===== src/rtl/lbp3_pkg.sv =====
// Shared types and constants for the 3x3 local binary pattern block.
package lbp3_pkg;

  localparam int unsigned MaxWidth  = 1024;
  localparam int unsigned MaxHeight = 1024;

  localparam int unsigned PixW  = 8;
  localparam int unsigned DimW  = 11;
  localparam int unsigned PosW  = 10;
  localparam int unsigned AddrW = $clog2(MaxWidth);
  localparam int unsigned CfgW  = 1;

  localparam logic [DimW-1:0] DimMin         = DimW'(3);
  localparam logic [DimW-1:0] WidthMax       = DimW'(MaxWidth);
  localparam logic [DimW-1:0] HeightMax      = DimW'(MaxHeight);
  localparam logic [DimW-1:0] WidthResetVal  = DimW'(640);
  localparam logic [DimW-1:0] HeightResetVal = DimW'(480);

  // Configuration register indexes
  localparam logic [CfgW-1:0] RegImageWidth  = CfgW'(0);
  localparam logic [CfgW-1:0] RegImageHeight = CfgW'(1);

  typedef logic [PixW-1:0] pix_t;

  // Window indexed [row][col]: row 0 top, col 0 left
  typedef pix_t [2:0][2:0] win_t;

endpackage


===== src/rtl/lbp3_code.sv =====
// Neighbor compare against the window center, producing the 8-bit pattern code.
module lbp3_code (
  input  lbp3_pkg::win_t            window_i,
  output logic [lbp3_pkg::PixW-1:0] pattern_o
);

  lbp3_pkg::pix_t ctr;

  assign ctr = window_i[1][1];

  // Bit 7 top-left, then clockwise around to bit 0 left
  always_comb begin
    pattern_o[7] = window_i[0][0] > ctr;
    pattern_o[6] = window_i[0][1] > ctr;
    pattern_o[5] = window_i[0][2] > ctr;
    pattern_o[4] = window_i[1][2] > ctr;
    pattern_o[3] = window_i[2][2] > ctr;
    pattern_o[2] = window_i[2][1] > ctr;
    pattern_o[1] = window_i[2][0] > ctr;
    pattern_o[0] = window_i[1][0] > ctr;
  end

endmodule


===== config.mk =====
export PLATFORM = sky130hd
export DESIGN_NAME = lbp3_code
export DESIGN_NICKNAME = d
export VERILOG_FILES = /design/src/rtl/lbp3_pkg.sv /design/src/rtl/lbp3_code.sv
export SDC_FILE = /design/constraint.sdc
export NUM_CORES = 1
export LEC_CHECK = 0
export ABC_CLOCK_PERIOD_IN_PS = 1900
export BUFFER_PORTS_ARGS = -buffer_cell sky130_fd_sc_hd__buf_4
export CAP_MARGIN = 0
export CORE_UTILIZATION = 48
export DETAILED_ROUTE_END_ITERATION = 16
export MAX_ROUTING_LAYER = met4
export PLACE_DENSITY = 0.85
export SLEW_MARGIN = 20
export SYNTH_ARGS = -nofsm -noshare
export SYNTH_HDL_FRONTEND = slang
export SYNTH_SLANG_ARGS = --single-unit
export TNS_END_PERCENT = 1

===== constraint.sdc =====
create_clock -name vclk -period 1.9
set_clock_uncertainty 0.15 [all_clocks]
set_input_delay 0.285 -clock vclk [all_inputs]
set_output_delay 0.285 -clock vclk [all_outputs]
set_load 0.03 [all_outputs]

==> metrics.md, run 1 <==
| Metric | Value |
|---|---|
| WEP type | `primary output` |
| Register area share after synthesis | `0%` |
| Netlist cell types | `10` |
| Synth top cells by count | `ha_1, a21oi_1, nand4_1` |
| DIE WIDTH | `57.9 um` |
| Post-Place Worst Slack | `-0.153 ns` |
| Worst Endpoint after GRT Repair | `pattern_o[7]` |
| Mapped Nets | `303` |
| Last stage | `5_1_grt` |
| Tot GR Track Use | `67.7%` |
| Error | `[ERROR GRT-0232] Routing congestion too high. Check the congestion heatmap in the GUI.` |
| Synth Area per Inst | `8.97 um2` |
| Post-Syn Area | `1500 um2` |
| Leading area contributor after synthesis | `ha_1` |
| Top cells by area, synth | `ha_1, a21oi_1, nor2b_4` |
| Cell Area, Placed | `2150 um2` |
| Status | `stopped before the end` |
| Grt ovf | `13` |
| # IOs | `80` |
| Largest net degree at the start of global routing | `9` |
| Hpwl dp | `3320 um` |
| Count leader, synth | `ha_1` |
| Syn Inst Count | `167` |
| Routability-driven placement congestion ratio | `0.852` |
| Placement Rows | `19` |
| DIE HEIGHT | `57.9 um` |
| Initial Util | `52.5%` |
| Yosys top cell area share | `53.5%` |
| Port buffer count | `80` |
| Synth warnings | `0` |
[timing repair]
| action | in CTS |
|---|---|
| setup endpoints to repair | 8 |
| pin swaps | 2 |
| gates resized for setup | 53 |
| gates cloned | 0 |
| hold endpoints to repair | 0 |
| buffers inserted | 13 |
| hold buffers | 0 |
[per-stage QoR]
step / hold WS [ns] / TNS, ns / std cells
CTS: 0.984 / -0.0692 / 293
detailed placement: 0.997 / -0.966 / 280
global placement: 0.998 / -0.970 / 280
floorplan: 0.881 / 0 / 167
[metal layers]
layer	overflow	global-route usage, %
met1	0	59.8
met2	10	88.5
met3	0	44.2
met4	3	79.9
met5	-	-
[cell families after synthesis]
kind of cell | after synthesis | share of synthesized area [%]
buffers and inverters | 15 | 3.76
AO/OA/AOI/OAI | 56 | 26.7
adder cells (fa/ha/maj) | 64 | 53.5
AND/OR/NAND/NOR | 32 | 16.0
==> run 2: changes to the inputs <==
--- a/config.mk
+++ b/config.mk
@@ -8,10 +8,9 @@
 export ABC_CLOCK_PERIOD_IN_PS = 1900
 export BUFFER_PORTS_ARGS = -buffer_cell sky130_fd_sc_hd__buf_4
 export CAP_MARGIN = 0
-export CORE_UTILIZATION = 48
+export CORE_UTILIZATION = 35
 export DETAILED_ROUTE_END_ITERATION = 16
-export MAX_ROUTING_LAYER = met4
-export PLACE_DENSITY = 0.85
+export PLACE_DENSITY_LB_ADDON = 0.15
 export SLEW_MARGIN = 20
 export SYNTH_ARGS = -nofsm -noshare
 export SYNTH_HDL_FRONTEND = slang
==> run 2 against run 1 <==
  * The flow now finishes without violations
  * Synthesized cell count unchanged
  * Synthesized area unchanged
==> metrics.md, run 2 <==
| Metric | Value |
|---|---|
| Core region area | `4060 um2` |
| Hold Crit Depth | `6` |
| Die ar. | `4540 um2` |
| Period utilisation layout | `99.6%` |
| Routability-driven placement congestion ratio | `0.772 (was 0.852)` |
| Antenna violations before repair | `0` |
| CP top delay family | `buffers and inverters` |
| Post-Synth Simple-Gate Area | `16.0% (unchanged)` |
| N_diodes | `0` |
| Worst-margin pin slew | `0.177 ns` |
| NetSw | `0.323 mW` |
| Worst setup path end | `pattern_o[1]` |
| Hpwl dp | `3500 um (was 3320 um)` |
| Starting DRC count in detailed routing | `25` |
| Sequential share of power | `0%` |
| DRT antenna net count | `0` |
| Worst EP arrival | `1.46 ns` |
| Internal power | `0.388 mW` |
| Routed length per instance | `15.0 um` |
| Nets | `395` |
| WP data required | `1.46 ns` |
| Crit path launch type | `primary input` |
| Fin worst setup slack | `0.00690 ns` |
| Top cells by area, synth | `ha_1, a21oi_1, nor2b_4 (unchanged)` |
| Min-delay src | `window_i[63]` |
| # IOs | `80 (unchanged)` |
| CP max FO | `8` |
| Most common library cell in the layout ignoring fill and taps | `buf_4` |
| Total number of vias | `1,637` |
| Slowest stage delay, CP | `0.21 ns` |
| Placement Rows | `23 (was 19)` |
| Final setup viols | `0` |
| Placed cell count | `303 (was 280)` |
| Adder-cell area share of the yosys netlist | `53.5% (unchanged)` |
| Non-filler cells, final | `307` |
| Cts hold-fix bufs | `0 (unchanged)` |
| Synth top cells by count | `ha_1, a21oi_1, nand4_1 (unchanged)` |
| Clock Power Share | `0%` |
| Status | `finished clean (was stopped before the end)` |
| Leading area contributor after synthesis | `ha_1 (unchanged)` |
| Max Cap Violations | `0` |
| Seq. cell area | `0 um2` |
| FMAX | `528 MHz` |
| Largest net degree at the start of global routing | `9` |
| Count leader, synth | `ha_1 (unchanged)` |
| Largest family of logic cells by synthesized area | `adder cells (unchanged)` |
| Yosys top cell area share | `53.5% (unchanged)` |
| Worst Path Buf+Inv | `4` |
| Synth Area in Compound Gates | `26.7% (unchanged)` |
| Post-Syn Area | `1500 um2 (unchanged)` |
| Peak supply drop | `0.000134 V` |
| DRT Pass-1 Iters | `4` |
| Area delta synth->final | `81.7%` |
| Grt ovf | `0` |
| Mapped Nets | `303 (unchanged)` |
| CP endpoint kind | `primary output` |
| Post-Place Worst Slack | `-0.159 ns (was -0.153 ns)` |
| Sw Ratio | `45.5%` |
| Netlist cell types | `10 (unchanged)` |
| Final WL | `4610 um` |
| Comb power frac | `100.0%` |
| Xor/xnor share of the synthesized area | `0% (unchanged)` |
| Final core occ | `67.1%` |
| Initial Util | `36.9% (was 52.5%)` |
| Tot GR Track Use | `20.8%` |
| Layout cells sized above 1 | `60.3%` |
| DIE HEIGHT | `67.4 um (was 57.9 um)` |
| Final Slew Violations | `0` |
| Power per cell area | `261 nW/um2` |
| Crit. Startpoint | `window_i[33]` |
| Vias per cell | `5.33` |
| Setup Crit Path Kind | `in2out` |
| Tmin final | `1.89 ns` |
| Crit path depth | `9` |
| Most frequent cells in the layout | `buf_4, ha_1, ha_4` |
| Cell repeated most along the worst path | `buf_6` |
| Lkg Pwr | `1.21 nW` |
| Seq_cells | `0` |
| Final Hold Slack | `1.02 ns` |
| Clk_buf instances | `0` |
| Endpoints failing hold | `0` |
| Global-route wire length before repair | `7270 um` |
| Overall Power | `0.711 mW` |
| Worst min path class | `in2out` |
| Fill count | `314` |
| Register area share after synthesis | `0% (unchanged)` |
| RSZ-0062 raised after global routing | `yes` |
| Critical-path cell list | `buf_6 > inv_4 > buf_12 > ha_4 > nor2b_4 > o211ai_2 > a21oi_2 > o22a_1 > buf_6` |
| Port buffer count | `80 (unchanged)` |
| Synth warnings | `0 (unchanged)` |
| Syn Inst Count | `167 (unchanged)` |
| DIE WIDTH | `67.4 um (was 57.9 um)` |
| Slew HR | `88.1%` |
| Proportion of synthesized area in mux cells | `0% (unchanged)` |
| DRC errors left | `0` |
| CP max stage cell | `ha_4` |
| Number of global-route vias before repair | `1,647` |
| Synth Area per Inst | `8.97 um2 (unchanged)` |
run 2: worst min path at each step:
stage | endpoint | slack, ns
floorplan | pattern_o[0] | 0.88
global placement | pattern_o[4] | 1.02
detailed placement | pattern_o[3] | 1.02
CTS | pattern_o[3] | 1.02
global route | pattern_o[2] | 1.06
finish | pattern_o[2] | 1.02
run 2: metrics by stage:
step	TNS, ns	instance area (um2)
floorplan	0	1500
global placement	-1.01	2230
detailed placement	-1.10	2230
CTS	-0.00129	2650
global route	-0.272	2720
finish	0	2720
run 2: logic make-up (layout without fill, tap and decap cells):
group / count (synthesis) / after routing
fa+ha+maj: 64 / 64
compound gates: 56 / 56
simple gates: 32 / 32
buf+inv: 15 / 105
run 2: power groups by stage:
| stage | Clock [mW] | Combinational [mW] | Sequential [mW] |
|---|---|---|---|
| floorplan | 0 | 0.332 | 0 |
| global placement | 0 | 0.562 | 0 |
| detailed placement | 0 | 0.568 | 0 |
| CTS | 0 | 0.684 | 0 |
| global route | 0 | 0.780 | 0 |
| finish | 0 | 0.711 | 0 |
run 2: final cells by class:
class	instances	area [um2]	area share, %
Multi-Input combinational cell	152	1800	66.2
Inverter	15	73.8	2.71
Timing Repair Buffer	90	785	28.8
Tap cell	50	62.6	2.30
run 2: timing repair:
item | 4_1_cts | 5_1_grt
setup endpoints to repair | 8 | 8
hold endpoints to repair | 0 | 0
buffers inserted | 4 | 0
gates resized for setup | 43 | 13
pin swaps | 3 | 10
run 2: layer usage:
| metal | routed length [um] | share of wire (%) | global-route usage, % | vias to the layer above |
|---|---|---|---|---|
| met5 | 0 | 0 | 0 | - |
| met1 | 2020 | 44 | 25.6 | 751 |
| met4 | 18 | 0.39 | 1.33 | 0 |
| li1 | - | - | - | 842 |
| met3 | 140 | 3.0 | 0.676 | 2 |
| met2 | 2430 | 53 | 40.8 | 42 |
Power figures use the tool's default switching activity.
